File: config.mk
export PLATFORM = sky130hd
export DESIGN_NAME = angle_filter_pwm_encoder_top
export DESIGN_NICKNAME = d
export VERILOG_FILES = /design/src/sv/afpe_pkg.sv /design/src/sv/afpe_filter.sv /design/src/sv/afpe_frame.sv /design/src/sv/angle_filter_pwm_encoder_top.sv
export SDC_FILE = /design/constraint.sdc
export NUM_CORES = 2
export LEC_CHECK = 0
export ABC_AREA = 1
export BUFFER_PORTS_ARGS = -buffer_cell sky130_fd_sc_hd__buf_4
export CORE_MARGIN = 3
export CORE_UTILIZATION = 50
export CTS_CLUSTER_SIZE = 40
export DETAILED_ROUTE_END_ITERATION = 16
export PLACE_DENSITY_LB_ADDON = 0.2
export SLEW_MARGIN = 20
export SYNTH_ARGS = -nofsm -noshare
export SYNTH_HDL_FRONTEND = slang
export SYNTH_SLANG_ARGS = --single-unit
File: constraint.sdc
create_clock -name clk -period 16 [get_ports clk]
set_input_delay 1.6 -clock clk [delete_from_list [all_inputs] [get_ports clk]]
set_output_delay 1.6 -clock clk [all_outputs]
set_load 0.03 [all_outputs]
File: src/sv/afpe_pkg.sv
// Shared constants for the angle filter and PWM encoder block.
// Holds parameter defaults, gain format and configuration register indexes.
// Has no dependencies.
package afpe_pkg;

	localparam int INIT_UNITS_DEF    = 128;
	localparam int ANGLE_BITS_DEF    = 12;
	localparam int ERROR_UNITS_DEF   = 127;
	localparam int FRACTION_BITS_DEF = 16;

	localparam int GAIN_BITS  = 17;
	localparam int GAIN_SHIFT = 16;
	localparam logic [GAIN_BITS-1:0] GAIN_ONE   = 17'h10000;
	localparam logic [GAIN_BITS-1:0] GAIN_RESET = 17'd16384;

	localparam int CFG_IDX_BITS  = 1;
	localparam int CFG_DATA_BITS = GAIN_BITS;
	localparam logic [CFG_IDX_BITS-1:0] CFG_FILTER_GAIN     = 1'd0;
	localparam logic [CFG_IDX_BITS-1:0] CFG_MOUNTING_OFFSET = 1'd1;

endpackage

File: src/sv/afpe_filter.sv
// Circular low-pass angle filter with first-sample load and modular wrap.
// Uses afpe_pkg for the gain format.
module afpe_filter #(
	parameter int ANGLE_BITS    = afpe_pkg::ANGLE_BITS_DEF,
	parameter int FRACTION_BITS = afpe_pkg::FRACTION_BITS_DEF
) (
	input  logic                           clk,
	input  logic                           arst_n,
	input  logic                           en,
	input  logic                           sample_valid,
	input  logic [ANGLE_BITS-1:0]          angle_sample,
	input  logic [ANGLE_BITS-1:0]          mounting_offset,
	input  logic [afpe_pkg::GAIN_BITS-1:0] filter_gain,
	output logic [ANGLE_BITS-1:0]          smoothed_angle
);
	import afpe_pkg::*;

	localparam int FIX_BITS  = ANGLE_BITS + FRACTION_BITS;
	localparam int PROD_BITS = FIX_BITS + GAIN_BITS;
	localparam logic [FIX_BITS-1:0] FIX_HALF = FIX_BITS'(1) << (FIX_BITS - 1);

	logic [FIX_BITS-1:0]   filter_q;
	logic                  awaiting_first_q;
	logic [ANGLE_BITS-1:0] shifted;
	logic [FIX_BITS-1:0]   target;
	logic [FIX_BITS-1:0]   diff;
	logic [FIX_BITS-1:0]   mag;
	logic [FIX_BITS-1:0]   step;
	logic [FIX_BITS-1:0]   filter_next;
	logic [FIX_BITS-1:0]   filter_now;
	logic [GAIN_BITS-1:0]  gain_sat;
	logic [PROD_BITS-1:0]  prod;
	logic                  neg;

	always_comb begin
		shifted  = angle_sample + mounting_offset;
		target   = {shifted, {FRACTION_BITS{1'b0}}};
		diff     = target - filter_q;
		neg      = (diff > FIX_HALF) || ((diff == FIX_HALF) && (target < filter_q));
		mag      = neg ? (~diff + FIX_BITS'(1)) : diff;
		gain_sat = (filter_gain > GAIN_ONE) ? GAIN_ONE : filter_gain;
		prod     = PROD_BITS'(mag) * PROD_BITS'(gain_sat)
			+ (neg ? PROD_BITS'(GAIN_ONE - GAIN_BITS'(1)) : PROD_BITS'(0));
		step     = prod[GAIN_SHIFT +: FIX_BITS];
		if (awaiting_first_q) begin
			filter_next = target;
		end else if (neg) begin
			filter_next = filter_q - step;
		end else begin
			filter_next = filter_q + step;
		end
		filter_now     = sample_valid ? filter_next : filter_q;
		smoothed_angle = filter_now[FIX_BITS-1 -: ANGLE_BITS];
	end

	always_ff @(posedge clk or negedge arst_n) begin
		if (!arst_n) begin
			filter_q         <= '0;
			awaiting_first_q <= 1'b1;
		end else if (en && sample_valid) begin
			filter_q         <= filter_next;
			awaiting_first_q <= 1'b0;
		end
	end

endmodule

File: src/sv/afpe_frame.sv
// PWM frame counter, per-frame angle latch and pin level.
// Uses afpe_pkg for parameter defaults.
module afpe_frame #(
	parameter int INIT_UNITS  = afpe_pkg::INIT_UNITS_DEF,
	parameter int ANGLE_BITS  = afpe_pkg::ANGLE_BITS_DEF,
	parameter int ERROR_UNITS = afpe_pkg::ERROR_UNITS_DEF
) (
	input  logic                  clk,
	input  logic                  arst_n,
	input  logic                  en,
	input  logic [ANGLE_BITS-1:0] smoothed_angle,
	input  logic                  magnet_lost,
	output logic                  pwm_level,
	output logic                  frame_begins,
	output logic [ANGLE_BITS-1:0] latched_angle
);
	import afpe_pkg::*;

	localparam int FRAME_UNITS = INIT_UNITS + (1 << ANGLE_BITS) + ERROR_UNITS;
	localparam int POS_BITS    = $clog2(FRAME_UNITS + 1);

	logic [POS_BITS-1:0]   pos_q;
	logic [ANGLE_BITS-1:0] frame_q;
	logic [POS_BITS-1:0]   pos;

	always_comb begin
		frame_begins  = (pos_q >= POS_BITS'(FRAME_UNITS));
		pos           = frame_begins ? '0 : pos_q;
		latched_angle = frame_begins ? smoothed_angle : frame_q;
		pwm_level     = !magnet_lost
			&& (pos < (POS_BITS'(INIT_UNITS) + POS_BITS'(latched_angle)));
	end

	always_ff @(posedge clk or negedge arst_n) begin
		if (!arst_n) begin
			pos_q   <= '0;
			frame_q <= '0;
		end else if (en) begin
			pos_q   <= pos + POS_BITS'(1);
			frame_q <= latched_angle;
		end
	end

endmodule

File: src/sv/angle_filter_pwm_encoder_top.sv
// Top level of the angle filter and PWM encoder: request registers, config registers,
// result register. Depends on afpe_pkg, afpe_filter and afpe_frame.

// Each request is one PWM unit tick and yields one result. A request is taken
// into an input register, passes the filter (offset add, circular difference,
// one gain multiply, modular add) and the frame counter combinationally, and
// lands in the result register, so one request per cycle is sustained while the
// result is not stalled. A new request is refused only while both registers are
// full and the result is stalled. The frame is INIT_UNITS + 2^ANGLE_BITS +
// ERROR_UNITS units long; the first frame after reset encodes angle zero.
module angle_filter_pwm_encoder_top #(
	parameter int INIT_UNITS    = afpe_pkg::INIT_UNITS_DEF,
	parameter int ANGLE_BITS    = afpe_pkg::ANGLE_BITS_DEF,
	parameter int ERROR_UNITS   = afpe_pkg::ERROR_UNITS_DEF,
	parameter int FRACTION_BITS = afpe_pkg::FRACTION_BITS_DEF
) (
	input  logic                               clk,
	input  logic                               arst_n,
	input  logic                               cfg_we,
	input  logic [afpe_pkg::CFG_IDX_BITS-1:0]  cfg_index,
	input  logic [afpe_pkg::CFG_DATA_BITS-1:0] cfg_wdata,
	input  logic                               in_valid,
	output logic                               in_stall,
	input  logic                               sample_valid,
	input  logic [ANGLE_BITS-1:0]              angle_sample,
	input  logic                               magnet_lost,
	output logic                               out_valid,
	input  logic                               out_stall,
	output logic                               pwm_level,
	output logic                               frame_begins,
	output logic [ANGLE_BITS-1:0]              latched_angle,
	output logic [ANGLE_BITS-1:0]              smoothed_angle
);
	import afpe_pkg::*;

	logic [GAIN_BITS-1:0]  filter_gain_q;
	logic [ANGLE_BITS-1:0] mounting_offset_q;

	logic                  valid_s1;
	logic                  sample_valid_s1;
	logic [ANGLE_BITS-1:0] angle_sample_s1;
	logic                  magnet_lost_s1;

	logic                  valid_s2;
	logic                  pwm_level_s2;
	logic                  frame_begins_s2;
	logic [ANGLE_BITS-1:0] latched_angle_s2;
	logic [ANGLE_BITS-1:0] smoothed_angle_s2;

	logic                  advance;
	logic                  load_s1;
	logic [ANGLE_BITS-1:0] smooth;
	logic                  level;
	logic                  begins;
	logic [ANGLE_BITS-1:0] latched;

	assign advance  = valid_s1 && (!valid_s2 || !out_stall);
	assign load_s1  = !valid_s1 || advance;
	assign in_stall = !load_s1;

	always_ff @(posedge clk or negedge arst_n) begin
		if (!arst_n) begin
			filter_gain_q     <= GAIN_RESET;
			mounting_offset_q <= '0;
		end else if (cfg_we) begin
			case (cfg_index)
				CFG_FILTER_GAIN: begin
					filter_gain_q <= cfg_wdata[GAIN_BITS-1:0];
				end
				CFG_MOUNTING_OFFSET: begin
					mounting_offset_q <= cfg_wdata[ANGLE_BITS-1:0];
				end
				default: begin
				end
			endcase
		end
	end

	always_ff @(posedge clk or negedge arst_n) begin
		if (!arst_n) begin
			valid_s1 <= 1'b0;
		end else if (load_s1) begin
			valid_s1 <= in_valid;
		end
	end

	always_ff @(posedge clk) begin
		if (load_s1 && in_valid) begin
			sample_valid_s1 <= sample_valid;
			angle_sample_s1 <= angle_sample;
			magnet_lost_s1  <= magnet_lost;
		end
	end

	afpe_filter #(
		.ANGLE_BITS    (ANGLE_BITS),
		.FRACTION_BITS (FRACTION_BITS)
	) u_filter (
		.clk             (clk),
		.arst_n          (arst_n),
		.en              (advance),
		.sample_valid    (sample_valid_s1),
		.angle_sample    (angle_sample_s1),
		.mounting_offset (mounting_offset_q),
		.filter_gain     (filter_gain_q),
		.smoothed_angle  (smooth)
	);

	afpe_frame #(
		.INIT_UNITS  (INIT_UNITS),
		.ANGLE_BITS  (ANGLE_BITS),
		.ERROR_UNITS (ERROR_UNITS)
	) u_frame (
		.clk            (clk),
		.arst_n         (arst_n),
		.en             (advance),
		.smoothed_angle (smooth),
		.magnet_lost    (magnet_lost_s1),
		.pwm_level      (level),
		.frame_begins   (begins),
		.latched_angle  (latched)
	);

	always_ff @(posedge clk or negedge arst_n) begin
		if (!arst_n) begin
			valid_s2 <= 1'b0;
		end else if (advance) begin
			valid_s2 <= 1'b1;
		end else if (!out_stall) begin
			valid_s2 <= 1'b0;
		end
	end

	always_ff @(posedge clk) begin
		if (advance) begin
			pwm_level_s2      <= level;
			frame_begins_s2   <= begins;
			latched_angle_s2  <= latched;
			smoothed_angle_s2 <= smooth;
		end
	end

	assign out_valid      = valid_s2;
	assign pwm_level      = pwm_level_s2;
	assign frame_begins   = frame_begins_s2;
	assign latched_angle  = latched_angle_s2;
	assign smoothed_angle = smoothed_angle_s2;

endmodule

==> flow_metrics.env <==
export IMPL_dp_slack_ns=0.712
export IMPL_outcome="finished, final reports clean"
export IMPL_r2r_start="angle_sample_s1[3]$_DFFE_PP_"
export IMPL_postCtsHoldBufs=0
export IMPL_multiInputGateArea_sq_mm=0.0196
export IMPL_ant_nets=0
export IMPL_portBuffers=64
export IMPL_required_ns=16.25
export IMPL_instances_no_fill=4280
export IMPL_worstSetupStartpointType="flip-flop"
export IMPL_gp_congestion=0.980
export IMPL_slowest_delay_ns=0.59
export IMPL_areaGrowthSynthToFinish_pct=6.84
export IMPL_period_minus_slack_ns=14.87
export IMPL_syn_area_sq_mm=0.0264
export IMPL_worst_hold_path_endpoint="out_valid$_DFFE_PN0P_"
export IMPL_drv_slew=0
export IMPL_maxSlewHeadroom_pct=30.9
export IMPL_grt_pass1_wl_microns=127000
export IMPL_route_vias_total=22900
export IMPL_syn_inst=3558
export IMPL_antenna_cells=0
export IMPL_grt_ovfl_total=0
export IMPL_grt_max_degree=62
export IMPL_min_delay_start="valid_s1$_DFFE_PN0N_"
export IMPL_r2r_end="pwm_level$_DFFE_PP_"
export IMPL_wl_per_cell_microns=18.6
export IMPL_r2r_setup_slack_ns=1.13
export IMPL_synth_ff_type="dfrtp_1"
export IMPL_dr_wl_met3_microns=6370
export IMPL_nets=4218
export IMPL_reg2reg_depth=78
export IMPL_routed_top_layer="met4"
export IMPL_drive_above_1_share_pct=7.25
export IMPL_cp_common_cell="nand2_1"
export IMPL_dp_cells=4245
export IMPL_finalHoldViolCount=0
export IMPL_yosysUniqueCellTypes=64
export IMPL_via_per_inst=5.35
export IMPL_row_count=83
export IMPL_cap_violations=0
export IMPL_finClkSkew_ns=0.0116
export IMPL_first_iter_violations=2085
export IMPL_hpwl_microns=66400
export IMPL_grt_use_total_pct=28.9
export IMPL_worst_slew_pin_slew_ns=1.03
export IMPL_wl_met2_microns=36000
export IMPL_fp_dieW_microns=236
export IMPL_grt_pass1_vias=22900
export IMPL_htreeDepth=4
export IMPL_initial_core_util_pct=51.0
export IMPL_antenna_found_initial=0
export IMPL_numCtsBuffers=17
export IMPL_cts_max_path_buffers=2
export IMPL_die_area_sq_mm=0.0555
export IMPL_nFillCells=5128
export IMPL_final_cell_mix="nand2_1, inv_1, fa_1, nor2_1, ha_1"
export IMPL_path_class="flip-flop to flip-flop"
export IMPL_root_buffer="clkbuf_16"
export IMPL_crit_start="angle_sample_s1[3]$_DFFE_PP_"
export IMPL_final_setup_tns_ns=0
export IMPL_core_area_sq_mm=0.0517
export IMPL_synth_seq_cells=125
export IMPL_yosysSeqAreaShare_pct=12.6
export IMPL_setup_ws_ns=1.13
export IMPL_end_kind="flip-flop"
export IMPL_clock_sinks=125
export IMPL_yosys_warnings=0
export IMPL_wl_met1_microns=35100
export IMPL_syn_nets=4189
export IMPL_mostFrequentLayoutCell="nand2_1"
export IMPL_crit_path_top_delay_cell="fa_1"
export IMPL_synth_avg_cell_area_sq_um=7.41
export IMPL_finalSetupViolCount=0
export IMPL_async_flop_share_pct=68.0
export IMPL_synth_edf_count=40
export IMPL_regArea_sq_mm=0.00333
export IMPL_utilization_pct=54.5
export IMPL_clkSlewWorstSetupHoldPaths_ns=0.06
export IMPL_cp_max_fo=23
export IMPL_routed_wl_microns=79500
export IMPL_ios=65
export IMPL_drt_pass1_iterations=7
export IMPL_clock_latency_ns=0.44
export IMPL_hold_depth=2
export IMPL_cts_tree="built"
export IMPL_fin_crit_sh_pct=93.0
export IMPL_drc=0
export IMPL_max_clock_freq_ghz=0.0672
export IMPL_arrival_ns=15.12
export IMPL_die_h_microns=236
export IMPL_min_path_type="flip-flop to flip-flop"
## flip-flops by register name, summed over array words and instances (netlist names), 12 cells and up
signal / count
u_frame.frame_q: 12
filter_gain_q: 17
u_filter.filter_q: 28
smoothed_angle: 12
u_frame.pos_q: 13
angle_sample_s1: 12
latched_angle: 12
mounting_offset_q: 12
## logic make-up (layout without fill, tap and decap cells)
kind of cell | after synthesis | after routing | synth area share [%]
AO/OA/AOI/OAI | 323 | 323 | 6.80
AND/OR/NAND/NOR | 1523 | 1523 | 24.7
buffers and inverters | 904 | 946 | 13.1
XOR/XNOR | 85 | 85 | 2.95
multiplexers | 4 | 4 | 0.171
adder cells (fa/ha/maj) | 594 | 594 | 39.7
flip-flops | 125 | 125 | 12.6
## metal layers
| metal | track usage (%) | vias up |
|---|---|---|
| met5 | 0 | - |
| met4 | 6.93 | 0 |
| met3 | 4.33 | 108 |
| met2 | 46.3 | 923 |
| met1 | 41.6 | 11100 |
| li1 | - | 10800 |
## final cells by class
type	instances	share of cell area [%]
Multi-Input combinational cell	2529	69.7
Sequential cell	125	11.8
Inverter	824	11.0
Tap cell	680	3.02
Timing Repair Buffer	90	2.41
Clock buffer	20	1.74
Clock inverter	12	0.351
## worst max-delay path, delay by kind of cell, from the launching register on
family | cells | cell delay (ns)
AO/OA/AOI/OAI | 15 | 2.90
AND/OR/NAND/NOR | 34 | 4.14
buffers and inverters | 13 | 1.24
flip-flops | 1 | 0.40
adder cells (fa/ha/maj) | 13 | 5.32
XOR/XNOR | 3 | 0.68
## metrics by stage
| stage | hold WS (ns) | instance area (sq um) |
|---|---|---|
| after floorplan | 0.448 | 26400 |
| after global placement | 0.453 | 27500 |
| after detailed placement | 0.463 | 27500 |
| after CTS | 0.478 | 28100 |
| after global routing | 0.506 | 28200 |
| final | 0.476 | 28200 |
## Yosys cell counts (3+ instances only)
cell	number	area share (%)
buf_2	24	0.46
ha_1	190	9.0
clkinv_1	11	0.16
nand2_4	9	0.38
a21oi_1	99	1.9
nand2_1	828	12
o22ai_1	10	0.24
inv_2	20	0.28
inv_1	792	11
nand3_1	120	2.3
nand4_1	31	0.74
nor2_2	20	0.47
o31ai_1	6	0.17
o21ai_1	20	0.38
nand3b_1	5	0.14
a21boi_0	3	0.085
xor2_1	59	2.0
nor3_1	31	0.59
nor2_4	6	0.26
edfxtp_1	40	4.6
o21bai_1	9	0.26
nand3_2	14	0.53
nor4_1	11	0.26
buf_4	4	0.11
a21o_1	9	0.26
nor2_1	395	5.6
a211oi_1	3	0.085
nor3_2	3	0.11
nand2_2	25	0.59
o21a_1	6	0.17
a31oi_1	8	0.19
nor2_8	3	0.23
dfrtp_1	83	7.9
and2_1	6	0.14
or2_2	6	0.14
mux2_2	4	0.17
o21ai_0	138	2.6
xnor2_1	23	0.76
clkbuf_1	50	0.71
fa_1	404	31
## timing repair
item	CTS	global route
endpoints found under the setup margin	0	1
setup buffers	0	3
resized for setup	0	13
## worst max path at each step
stage	endpoint	slack, ns	depth (start not counted)
final	pwm_level$_DFFE_PP_	1.13	78
after global routing	pwm_level$_DFFE_PP_	-0.008	79
after CTS	pwm_level$_DFFE_PP_	0.61	79
after detailed placement	pwm_level$_DFFE_PP_	0.71	79
after global placement	pwm_level$_DFFE_PP_	0.93	79
after floorplan	pwm_level$_DFFE_PP_	3.47	78
Power is not shown: default switching activity piles up to over one toggle a cycle in this logic, so the estimate is an artifact.
